===== src/rtl/mspc_pkg.sv =====
// mspc_pkg: shared types and constants for the motor speed pi controller
// no dependencies
`default_nettype none
package mspc_pkg;
	localparam logic [31:0] EDGE_GAP_MS = 32'd60;
	localparam logic [16:0] INTERVAL_LOW = 17'd1500;
	localparam logic [16:0] INTERVAL_HIGH = 17'd60000;
	localparam logic [26:0] SPEED_NUM = 27'd120000000;
	localparam logic [31:0] RECOVERY_MS = 32'd3000;
	localparam logic [15:0] SETPOINT_RST = 16'd8000;
	localparam int HIST_DEPTH = 5;

	typedef enum logic [2:0] {
		REG_PROP = 3'd0, REG_INTEG = 3'd1, REG_DERIV = 3'd2, REG_RAMP = 3'd3,
		REG_PWM = 3'd4, REG_KICK = 3'd5, REG_TMO = 3'd6, REG_STALL = 3'd7
	} reg_idx_t;

	typedef enum logic [3:0] {
		ST_IDLE, ST_EDGE, ST_SDIV, ST_AVG, ST_ADIV, ST_TICK, ST_CDIV,
		ST_PID0, ST_PID1, ST_PID2, ST_PID3, ST_DUTY, ST_OUT
	} state_t;

	typedef struct packed {
		logic load;
		logic edge_step;
		logic sdiv_start;
		logic hist_write;
		logic adiv_start;
		logic tick_step;
		logic cdiv_start;
		logic [1:0] mac_sel;
		logic mac_en;
		logic duty_step;
		logic out_load;
	} cmd_t;

	typedef struct packed {
		logic is_tick;
		logic div_done;
		logic sample_ok;
		logic hold;
	} sts_t;
endpackage
`default_nettype wire


===== src/rtl/mspc_div.sv =====
// mspc_div: shared restoring divider, one quotient bit per cycle
// depends on mspc_pkg
`default_nettype none
module mspc_div (
	input  wire logic        clk,
	input  wire logic        arst_n,
	input  wire logic        start,
	input  wire logic [35:0] dividend,
	input  wire logic [19:0] divisor,
	output logic             done,
	output logic [35:0]      quotient
);
	logic [35:0] q_q;
	logic [20:0] r_q;
	logic [19:0] d_q;
	logic [5:0]  cnt_q;
	logic        busy_q;
	logic [20:0] sh;
	logic [21:0] diff;

	assign sh = {r_q[19:0], q_q[35]};
	assign diff = {1'b0, sh} - {2'b0, d_q};
	assign quotient = q_q;
	assign done = busy_q && (cnt_q == 6'd0);

	always_ff @(posedge clk or negedge arst_n) begin
		if (!arst_n) begin
			busy_q <= 1'b0;
			cnt_q <= '0;
		end else if (start) begin
			busy_q <= 1'b1;
			cnt_q <= 6'd36;
		end else if (busy_q && cnt_q != 6'd0) begin
			cnt_q <= cnt_q - 6'd1;
		end else begin
			busy_q <= 1'b0;
		end
	end

	always_ff @(posedge clk) begin
		if (start) begin
			q_q <= dividend;
			r_q <= '0;
			d_q <= divisor;
		end else if (busy_q && cnt_q != 6'd0) begin
			if (!diff[21]) begin
				r_q <= diff[20:0];
				q_q <= {q_q[34:0], 1'b1};
			end else begin
				r_q <= sh;
				q_q <= {q_q[34:0], 1'b0};
			end
		end
	end
endmodule
`default_nettype wire


===== src/rtl/mspc_ctrl.sv =====
// mspc_ctrl: sequencer for edge and tick processing
// depends on mspc_pkg
`default_nettype none
module mspc_ctrl (
	input  wire logic          clk,
	input  wire logic          arst_n,
	input  wire logic          in_valid,
	output logic               in_stall,
	output logic               out_valid,
	input  wire logic          out_stall,
	input  wire mspc_pkg::sts_t sts,
	output mspc_pkg::cmd_t     cmd
);
	import mspc_pkg::*;
	state_t state_q, state_d;
	logic   ov_q, ov_d;

	assign out_valid = ov_q;

	always_ff @(posedge clk or negedge arst_n) begin
		if (!arst_n) begin
			state_q <= ST_IDLE;
			ov_q <= 1'b0;
		end else begin
			state_q <= state_d;
			ov_q <= ov_d;
		end
	end

	always_comb begin
		state_d = state_q;
		cmd = '0;
		in_stall = 1'b1;
		ov_d = ov_q && out_stall;
		case (state_q)
			ST_IDLE: begin
				in_stall = 1'b0;
				if (in_valid) begin
					cmd.load = 1'b1;
					state_d = ST_EDGE;
				end
			end
			ST_EDGE: begin
				if (sts.is_tick) begin
					state_d = ST_TICK;
				end else begin
					cmd.edge_step = 1'b1;
					if (sts.sample_ok) begin
						cmd.sdiv_start = 1'b1;
						state_d = ST_SDIV;
					end else begin
						state_d = ST_OUT;
					end
				end
			end
			ST_SDIV: begin
				if (sts.div_done) begin
					cmd.hist_write = 1'b1;
					state_d = ST_AVG;
				end
			end
			ST_AVG: begin
				cmd.adiv_start = 1'b1;
				state_d = ST_ADIV;
			end
			ST_ADIV: if (sts.div_done) state_d = ST_OUT;
			ST_TICK: begin
				cmd.tick_step = 1'b1;
				if (sts.hold) begin
					state_d = ST_OUT;
				end else begin
					cmd.cdiv_start = 1'b1;
					state_d = ST_CDIV;
				end
			end
			ST_CDIV: if (sts.div_done) state_d = ST_PID0;
			ST_PID0: begin
				cmd.mac_en = 1'b1;
				cmd.mac_sel = 2'd0;
				state_d = ST_PID1;
			end
			ST_PID1: begin
				cmd.mac_en = 1'b1;
				cmd.mac_sel = 2'd1;
				state_d = ST_PID2;
			end
			ST_PID2: begin
				cmd.mac_en = 1'b1;
				cmd.mac_sel = 2'd2;
				state_d = ST_PID3;
			end
			ST_PID3: begin
				cmd.mac_en = 1'b1;
				cmd.mac_sel = 2'd3;
				state_d = ST_DUTY;
			end
			ST_DUTY: begin
				cmd.duty_step = 1'b1;
				state_d = ST_OUT;
			end
			ST_OUT: begin
				if (!ov_q || !out_stall) begin
					cmd.out_load = 1'b1;
					ov_d = 1'b1;
					state_d = ST_IDLE;
				end
			end
			default: state_d = ST_IDLE;
		endcase
	end
endmodule
`default_nettype wire


===== src/rtl/mspc_dp.sv =====
// mspc_dp: datapath with measurement, filter, stall logic and pid
// depends on mspc_pkg and mspc_div
`default_nettype none
module mspc_dp (
	input  wire logic          clk,
	input  wire logic          arst_n,
	input  wire logic          cfg_we,
	input  wire logic [2:0]    cfg_index,
	input  wire logic [19:0]   cfg_data,
	input  wire logic          command,
	input  wire logic [31:0]   now_ms,
	input  wire logic [15:0]   capture_count,
	input  wire logic [11:0]   target_speed,
	input  wire mspc_pkg::cmd_t cmd,
	output mspc_pkg::sts_t     sts,
	output logic [11:0]        duty,
	output logic [12:0]        speed_rpm,
	output logic               edge_valid,
	output logic               stall_active
);
	import mspc_pkg::*;

	logic [19:0] kp_q, ki_q, kd_q;
	logic [7:0]  ramp_q;
	logic [11:0] pwm_q, kick_q;
	logic [15:0] tmo_q, stl_q;

	logic        cmd_q;
	logic [31:0] now_q;
	logic [15:0] cap_q;
	logic [11:0] tgt_q;

	logic [15:0] prev_cap_q;
	logic        first_q;
	logic [31:0] last_edge_q, last_valid_q, stall_t0_q;
	logic [16:0] hist_q [HIST_DEPTH];
	logic [2:0]  widx_q, fill_q;
	logic [16:0] filt_q;
	logic [15:0] setp_q;
	logic signed [23:0] integ_q;
	logic signed [17:0] perr_q;
	logic        armed_q, recov_q;
	logic [11:0] duty_q;
	logic        valid_q;
	logic signed [17:0] err_q;
	logic signed [23:0] integ_new_q;
	logic [23:0] imax_q;
	logic signed [47:0] acc_q;

	logic        div_start, div_done;
	logic [35:0] div_dvd, div_q;
	logic [19:0] div_dvs;

	mspc_div u_div (
		.clk(clk), .arst_n(arst_n), .start(div_start), .dividend(div_dvd),
		.divisor(div_dvs), .done(div_done), .quotient(div_q)
	);

	always_ff @(posedge clk or negedge arst_n) begin
		if (!arst_n) begin
			kp_q <= 20'd161409; ki_q <= 20'd5160; kd_q <= '0; ramp_q <= 8'd15;
			pwm_q <= 12'd3360; kick_q <= 12'd300; tmo_q <= 16'd150; stl_q <= 16'd2000;
		end else if (cfg_we) begin
			case (reg_idx_t'(cfg_index))
				REG_PROP:  kp_q <= cfg_data;
				REG_INTEG: ki_q <= cfg_data;
				REG_DERIV: kd_q <= cfg_data;
				REG_RAMP:  ramp_q <= cfg_data[7:0];
				REG_PWM:   pwm_q <= cfg_data[11:0];
				REG_KICK:  kick_q <= cfg_data[11:0];
				REG_TMO:   tmo_q <= cfg_data[15:0];
				REG_STALL: stl_q <= cfg_data[15:0];
				default: ;
			endcase
		end
	end

	// edge interval
	logic        gap;
	logic [16:0] iv;
	assign gap = (now_q - last_edge_q) > EDGE_GAP_MS;
	assign iv = (cap_q > prev_cap_q) ? {1'b0, cap_q - prev_cap_q}
		: ({1'b0, cap_q} + 17'h10000 - {1'b0, prev_cap_q});
	assign sts.sample_ok = !gap && !first_q && iv > INTERVAL_LOW && iv < INTERVAL_HIGH;
	assign sts.is_tick = cmd_q;
	assign sts.div_done = div_done;

	// tick front end
	logic        tmo_hit;
	logic [16:0] filt_t;
	logic        armed_t, recov_t, hold_t;
	logic [31:0] t0_t;
	assign tmo_hit = (now_q - last_valid_q) > {16'd0, tmo_q};
	assign filt_t = tmo_hit ? 17'd0 : filt_q;
	always_comb begin
		armed_t = armed_q;
		recov_t = recov_q;
		t0_t = stall_t0_q;
		if (filt_t == 17'd0 && setp_q != 16'd0) begin
			if (!armed_q) begin
				armed_t = 1'b1;
				t0_t = now_q;
			end
			if ((now_q - t0_t) > {16'd0, stl_q}) recov_t = 1'b1;
		end else begin
			armed_t = 1'b0;
			recov_t = 1'b0;
		end
		hold_t = recov_t;
		if (recov_t && (now_q - t0_t) > RECOVERY_MS) begin
			recov_t = 1'b0;
			t0_t = now_q;
		end
	end
	assign sts.hold = hold_t;

	// ramp and error
	logic [15:0] tgt16, step16, setp_n;
	logic [16:0] up;
	assign tgt16 = {tgt_q, 4'd0};
	assign step16 = {4'd0, ramp_q, 4'd0};
	assign up = {1'b0, setp_q} + {1'b0, step16};
	always_comb begin
		setp_n = setp_q;
		if (setp_q < tgt16) setp_n = (up > {1'b0, tgt16}) ? tgt16 : up[15:0];
		else if (setp_q > tgt16) setp_n = ((setp_q - tgt16) > step16) ? setp_q - step16 : tgt16;
	end

	logic [2:0]  fill_n;
	logic [19:0] hsum;
	assign fill_n = (fill_q < 3'(HIST_DEPTH)) ? fill_q + 3'd1 : fill_q;
	always_comb begin
		hsum = '0;
		for (int i = 0; i < HIST_DEPTH; i++)
			if (3'(i) < fill_q) hsum = hsum + {3'd0, hist_q[i]};
	end

	always_comb begin
		div_start = cmd.sdiv_start | cmd.adiv_start | cmd.cdiv_start;
		div_dvd = {9'd0, SPEED_NUM};
		div_dvs = {3'd0, iv};
		if (cmd.adiv_start) begin
			div_dvd = {16'd0, hsum};
			div_dvs = {17'd0, fill_q};
		end else if (cmd.cdiv_start) begin
			div_dvd = {4'd0, pwm_q, 20'd0};
			div_dvs = ki_q;
		end
	end

	// clamp and mac operands
	logic [23:0] imax_c;
	logic signed [25:0] integ_sum;
	logic signed [23:0] integ_cl;
	logic signed [18:0] deriv;
	logic [19:0] mgain;
	logic signed [24:0] mop;
	logic signed [45:0] prod;
	assign imax_c = (ki_q < 20'd7) ? {8'd0, pwm_q, 4'd0}
		: ((div_q > 36'd8388607) ? 24'd8388607 : div_q[23:0]);
	assign integ_sum = 26'(integ_q) + 26'(err_q);
	always_comb begin
		if (integ_sum > 26'sd0 + $signed({2'b0, imax_q})) integ_cl = $signed(imax_q);
		else if (integ_sum < -$signed({2'b0, imax_q})) integ_cl = -$signed(imax_q);
		else integ_cl = integ_sum[23:0];
	end
	assign deriv = 19'(err_q) - 19'(perr_q);
	always_comb begin
		case (cmd.mac_sel)
			2'd1: begin mgain = kp_q; mop = 25'(err_q); end
			2'd2: begin mgain = ki_q; mop = 25'(integ_new_q); end
			2'd3: begin mgain = kd_q; mop = 25'(deriv); end
			default: begin mgain = '0; mop = '0; end
		endcase
	end
	assign prod = $signed({1'b0, mgain}) * mop;

	logic signed [47:0] lim, kick;
	assign lim = $signed({16'd0, pwm_q, 20'd0});
	assign kick = $signed({16'd0, kick_q, 20'd0});

	always_ff @(posedge clk) begin
		if (cmd.load) begin
			cmd_q <= command; now_q <= now_ms; cap_q <= capture_count; tgt_q <= target_speed;
		end
		if (cmd.hist_write) hist_q[widx_q] <= div_q[16:0];
		if (cmd.mac_en) begin
			if (cmd.mac_sel == 2'd0) acc_q <= '0;
			else acc_q <= acc_q + 48'(prod);
		end
		if (cmd.mac_en && cmd.mac_sel == 2'd0) begin
			imax_q <= imax_c;
		end
		if (cmd.mac_en && cmd.mac_sel == 2'd1) integ_new_q <= integ_cl;
	end

	always_ff @(posedge clk or negedge arst_n) begin
		if (!arst_n) begin
			prev_cap_q <= '0; first_q <= 1'b1; last_edge_q <= '0; last_valid_q <= '0;
			widx_q <= '0; fill_q <= '0; filt_q <= '0; setp_q <= SETPOINT_RST;
			integ_q <= '0; perr_q <= '0; armed_q <= 1'b0; recov_q <= 1'b0;
			stall_t0_q <= '0; duty_q <= '0; valid_q <= 1'b0; err_q <= '0;
			duty <= '0; speed_rpm <= '0; edge_valid <= 1'b0; stall_active <= 1'b0;
		end else begin
			if (cmd.load) valid_q <= 1'b0;
			if (cmd.edge_step) begin
				last_edge_q <= now_q;
				prev_cap_q <= cap_q;
				first_q <= 1'b0;
				if (sts.sample_ok) begin
					last_valid_q <= now_q;
					valid_q <= 1'b1;
				end
			end
			if (cmd.hist_write) begin
				widx_q <= (widx_q == 3'(HIST_DEPTH - 1)) ? 3'd0 : widx_q + 3'd1;
				fill_q <= fill_n;
			end
			if (cmd.adiv_start) fill_q <= fill_q;
			if (sts.div_done && !cmd_q && fill_q != 3'd0 && valid_q && !cmd.hist_write)
				filt_q <= div_q[16:0];
			if (cmd.tick_step) begin
				if (tmo_hit) begin
					filt_q <= '0; first_q <= 1'b1; widx_q <= '0; fill_q <= '0;
				end
				armed_q <= armed_t; recov_q <= recov_t; stall_t0_q <= t0_t;
				if (hold_t) begin
					duty_q <= '0; integ_q <= '0;
				end else begin
					setp_q <= setp_n;
					err_q <= 18'($signed({2'b0, setp_n}) - $signed({2'b0, filt_t}));
				end
			end
			if (cmd.mac_en && cmd.mac_sel == 2'd1) integ_q <= integ_cl;
			if (cmd.duty_step) begin
				perr_q <= err_q;
				if (acc_q > lim) duty_q <= pwm_q;
				else if (acc_q > 48'sd524288 && acc_q < kick) duty_q <= kick_q;
				else if (acc_q <= 48'sd524288) duty_q <= '0;
				else duty_q <= acc_q[31:20];
			end
			if (cmd.out_load) begin
				duty <= duty_q;
				speed_rpm <= filt_q[16:4];
				edge_valid <= valid_q;
				stall_active <= recov_q;
			end
		end
	end
endmodule
`default_nettype wire


===== src/rtl/motor_speed_pi_controller.sv =====
// motor_speed_pi_controller: top level joining sequencer and datapath
// depends on mspc_pkg, mspc_ctrl, mspc_dp
`default_nettype none
// One item at a time. An edge with a valid interval makes two passes of the
// shared divider (speed, then average); other edges skip the divider. A control
// tick makes one divider pass for the integral clamp plus four
// multiply-accumulate steps, or neither during stall recovery. The result sits
// in an output register, so the next item may be accepted while it waits.
module motor_speed_pi_controller (
	input  wire logic        clk,
	input  wire logic        arst_n,
	input  wire logic        cfg_we,
	input  wire logic [2:0]  cfg_index,
	input  wire logic [19:0] cfg_data,
	input  wire logic        in_valid,
	output logic             in_stall,
	input  wire logic        command,
	input  wire logic [31:0] now_ms,
	input  wire logic [15:0] capture_count,
	input  wire logic [11:0] target_speed,
	output logic             out_valid,
	input  wire logic        out_stall,
	output logic [11:0]      duty,
	output logic [12:0]      speed_rpm,
	output logic             edge_valid,
	output logic             stall_active
);
	import mspc_pkg::*;
	cmd_t cmd;
	sts_t sts;

	mspc_ctrl u_ctrl (
		.clk(clk), .arst_n(arst_n), .in_valid(in_valid), .in_stall(in_stall),
		.out_valid(out_valid), .out_stall(out_stall), .sts(sts), .cmd(cmd)
	);

	mspc_dp u_dp (
		.clk(clk), .arst_n(arst_n), .cfg_we(cfg_we), .cfg_index(cfg_index),
		.cfg_data(cfg_data), .command(command), .now_ms(now_ms),
		.capture_count(capture_count), .target_speed(target_speed), .cmd(cmd),
		.sts(sts), .duty(duty), .speed_rpm(speed_rpm), .edge_valid(edge_valid),
		.stall_active(stall_active)
	);
endmodule
`default_nettype wire


===== config.mk =====
export PLATFORM = sky130hd
export DESIGN_NAME = motor_speed_pi_controller
export DESIGN_NICKNAME = d
export VERILOG_FILES = /design/src/rtl/mspc_pkg.sv /design/src/rtl/mspc_div.sv /design/src/rtl/mspc_ctrl.sv /design/src/rtl/mspc_dp.sv /design/src/rtl/motor_speed_pi_controller.sv
export SDC_FILE = /design/constraint.sdc
export NUM_CORES = 2
export LEC_CHECK = 0
export BUFFER_PORTS_ARGS = -buffer_cell sky130_fd_sc_hd__buf_2
export CAP_MARGIN = 20
export CORE_MARGIN = 2
export CORE_UTILIZATION = 55
export CTS_BUF_LIST = sky130_fd_sc_hd__clkbuf_16
export CTS_CLUSTER_SIZE = 30
export DETAILED_ROUTE_END_ITERATION = 8
export PLACE_DENSITY = 0.77
export RECOVER_POWER = 50
export SLEW_MARGIN = 30
export SYNTH_ARGS = -nofsm -noshare
export SYNTH_HDL_FRONTEND = slang
export SYNTH_SLANG_ARGS = --single-unit

===== constraint.sdc =====
create_clock -name clk -period 14.3 [get_ports clk]
set_clock_uncertainty 0.2 [all_clocks]
set_input_delay 1.43 -clock clk [delete_from_list [all_inputs] [get_ports clk]]
set_output_delay 1.43 -clock clk [all_outputs]
set_load 0.1 [all_outputs]

==> metrics <==
required time at the worst-slack endpoint=14620 ps; Worst Min Path Start=u_dp.u_div.r_q[1]; time the final worst path needs with I/O delays and setup=13180 ps; Congestion Overflow GR=0; fill cell count=10319; leading cell types by count after synthesis=inv_1 (982), nand2_1 (862), nor2_1 (615); Worst-Margin Slew=4650 ps; startpoint type of the worst setup path=flip-flop; sum of routed wire length over all layers=198 mm; post-synth top area cell=fa_1; Yosys warning count=0; Die Area=0.128 mm²; kind of end point of the critical path=flip-flop; global-route wire length before repair=312 mm; maximum number of pins on one net before global-route repair=164; internal power=7.42 mW; number of vias per cell after detailed routing=6.08; # clock sinks=708; reg-to-reg startpoint=u_ctrl.state_q[3]; Mapped Avg Cell Area=9.22 µm²; Final Instance Area=0.0738 mm²; cell row count=129; global-route total usage across every layer=31.4%; final hold violation count=0; Syn Inst Count=7455; Placement Cell Area=0.0711 mm²; via count=55723; clock buffers created by TritonCTS=81; leading cell type by number of instances after synthesis=inv_1; Crit-path slowest cell=inv_1; Static Leak=33.2 nW; share of the yosys chip area belonging to registers=27.9%; type of the tightest min-delay check=reg -> reg; share of the synthesized area in the top cell type=16.9%; vias in the first global route=56581; Logic pwr share=61.5%; initial standard-cell utilization of the core=55.5%; max-slew violation count=562; crit path from=u_ctrl.state_q[3]; Max H-tree Level=3; detailed-route DRC error count=0; clock latency on the worst-skew pair=710 ps; clock power share=14.9%; top fanout value on the critical path=35; clock-pin slew on the worst setup and hold paths=60 ps; switching power=7.01 mW; data arrival time of the critical path=13510 ps; io pins=118; TritonCTS clock tree=done; Fmax achieved=75.8 MHz; per-cell routed wire length=21.6 µm; starting DRC count in detailed routing=5040; Post-CTS Hold Fix Bufs=0; share of the clock period used by the worst path=92.2%; Setup Crit Path Kind=reg -> reg; port buffer count=117; DP HPWL=153 mm; area of the mapped netlist=0.0687 mm²; clk buf depth=3; final weighted congestion of routability-driven global placement=0.959; ys flop type=dfrtp_1; horizontal die dimension=357 µm; Die H=357 µm; ranking of synthesized cells by area=fa_1 (17%), edfxtp_1 (13%), dfrtp_1 (13%); Register Area=0.0192 mm²; post-synthesis async set-or-reset flop share=55.1%; power density cells=196 mW/mm²; Yosys reg bits=708; Post-layout nets=8693; relative max-transition margin=-210%; clk root buf=clkbuf_16; non-filler cells, final=9163; max-capacitance violation count=8; layout cell share with drive strength beyond 1=8.81%; area taken by multi-input logic gates=0.0449 mm²; first drt pass iteration count=8; Setup Viol. Count Final=0; post_cts resized=0; Layout Area Growth over Synthesis=7.34%; final antenna-violating net count=0; placeable core area=0.124 mm²; Post-synth EDFFs=298; maximum ir drop on the vdd rail=0.158 mV; post-CTS repair timing setup buffer count=0; Cell variety after synth=111; switching part of the total power=48.6%; cell type with the highest occurrence count on the critical path=inv_1; setup total negative slack=0 ps; status=complete, but fails checks; syn_nets=8694; longest individual stage delay on the worst path=990 ps; Placed Cells=9005; violations in the final reports=max-capacitance violations, max-slew violations; sequential share of power=23.6%; antenna violations before repair=14; unrepaired setup endpoints after global routing=no
[power by group through the flow]
stage | logic, mW | registers, mW | clock network [mW]
after floorplan | 6.45 | 3.27 | 0
after global placement | 8.45 | 3.39 | 0
after detailed placement | 8.68 | 3.41 | 0
after CTS | 8.75 | 3.38 | 2.18
after global routing | 9.80 | 3.44 | 2.26
final | 8.88 | 3.40 | 2.15
[metal layers]
metal,global-route usage [%],routed length (µm),up-vias
li1,-,-,25315
met2,50.9,91700,2423
met5,0,112,-
met4,16.1,11200,18
met1,40.1,77500,27411
met3,6.09,17700,556
[worst max-delay path: cells and delay by family (launching register included)]
family	cells	cell delay (ps)
fa+ha+maj	8	3420
flops	1	590
buf+inv	8	2100
compound gates	12	3730
simple gates	10	2880
[final cells by class]
type	count	area share, %
multi-input combinational	5472	60.9
sequential	708	26.0
inverter	984	5.01
clock buffer	85	2.88
tap	1637	2.78
timing repair buffer	207	1.62
clock inverter	67	0.809
antenna	3	0.0102
[placed cells by master, fill, tap and decap left out, drive strengths merged, types with 55 or more instances in the layout]
cell type,n
a211oi,69
a21o,124
a21oi,340
and2,70
and3,55
buf,181
clkbuf,111
dfrtp,349
edfxtp,298
fa,580
ha,570
inv,1000
mux2,224
mux2i,146
nand2,863
nand2b,89
nand3,139
nand4,66
nor2,616
nor2b,75
nor3,103
o21a,81
o21ai,383
xnor2,180
xor2,85
[per-stage QoR]
| stage | hold slack (ps) | power [mW] | utilization, % | setup WS [ps] |
|---|---|---|---|---|
| 2_1_floorplan | 242 | 9.71 | - | 2760 |
| 3_3_place_gp | 265 | 11.8 | 57.4 | 1690 |
| 3_5_place_dp | 270 | 12.1 | 57.4 | 1410 |
| 4_1_cts | 277 | 14.3 | 59.6 | 1310 |
| 5_1_grt | 305 | 15.5 | 59.6 | 544 |
| 6_report | 280 | 14.4 | 59.6 | 1120 |
[cells by family (layout without fill, tap and decap cells)]
kind of cell	after synthesis	count (layout)	share of synthesized area, %
flip-flops	708	708	27.9
adder cells (fa/ha/maj)	1152	1152	27.3
AND/OR/NAND/NOR	2222	2222	14.7
buffers and inverters	1275	1343	7.02
AO/OA/AOI/OAI	1462	1462	13.9
XOR/XNOR	265	265	3.38
multiplexers	370	370	5.84
other	1	4	0.00546
[registers in the layout, summed over array words and instances, names as in the netlist, 17 cells and up]
| register | flops |
|---|---|
| u_dp.hist_q | 85 |
| u_dp.integ_q | 24 |
| u_dp.imax_q | 24 |
| u_dp.last_edge_q | 32 |
| u_dp.err_q | 18 |
| u_dp.now_q | 32 |
| u_dp.integ_new_q | 24 |
| u_dp.stall_t0_q | 32 |
| u_dp.kd_q | 20 |
| u_dp.acc_q | 48 |
| u_dp.ki_q | 20 |
| u_dp.perr_q | 18 |
| u_dp.kp_q | 20 |
| u_dp.u_div.d_q | 20 |
| u_dp.filt_q | 17 |
| u_dp.u_div.r_q | 20 |
| u_dp.u_div.quotient | 36 |
| u_dp.last_valid_q | 32 |
[final timing paths]
kind                            cells after the start  slack, ps                 end
worst max-delay path                               38       1120      u_dp.acc_q[47]
worst min register to register                      2        280   u_dp.u_div.r_q[1]
min in group asynchronous                           1        900  u_dp.stall_t0_q[5]
worst max register to register                     38       1120      u_dp.acc_q[47]
max in group asynchronous                           3       5320      u_dp.fill_q[2]
worst min-delay path                                2        280   u_dp.u_div.r_q[1]
No activity file was read; power rests on OpenSTA's default activity.
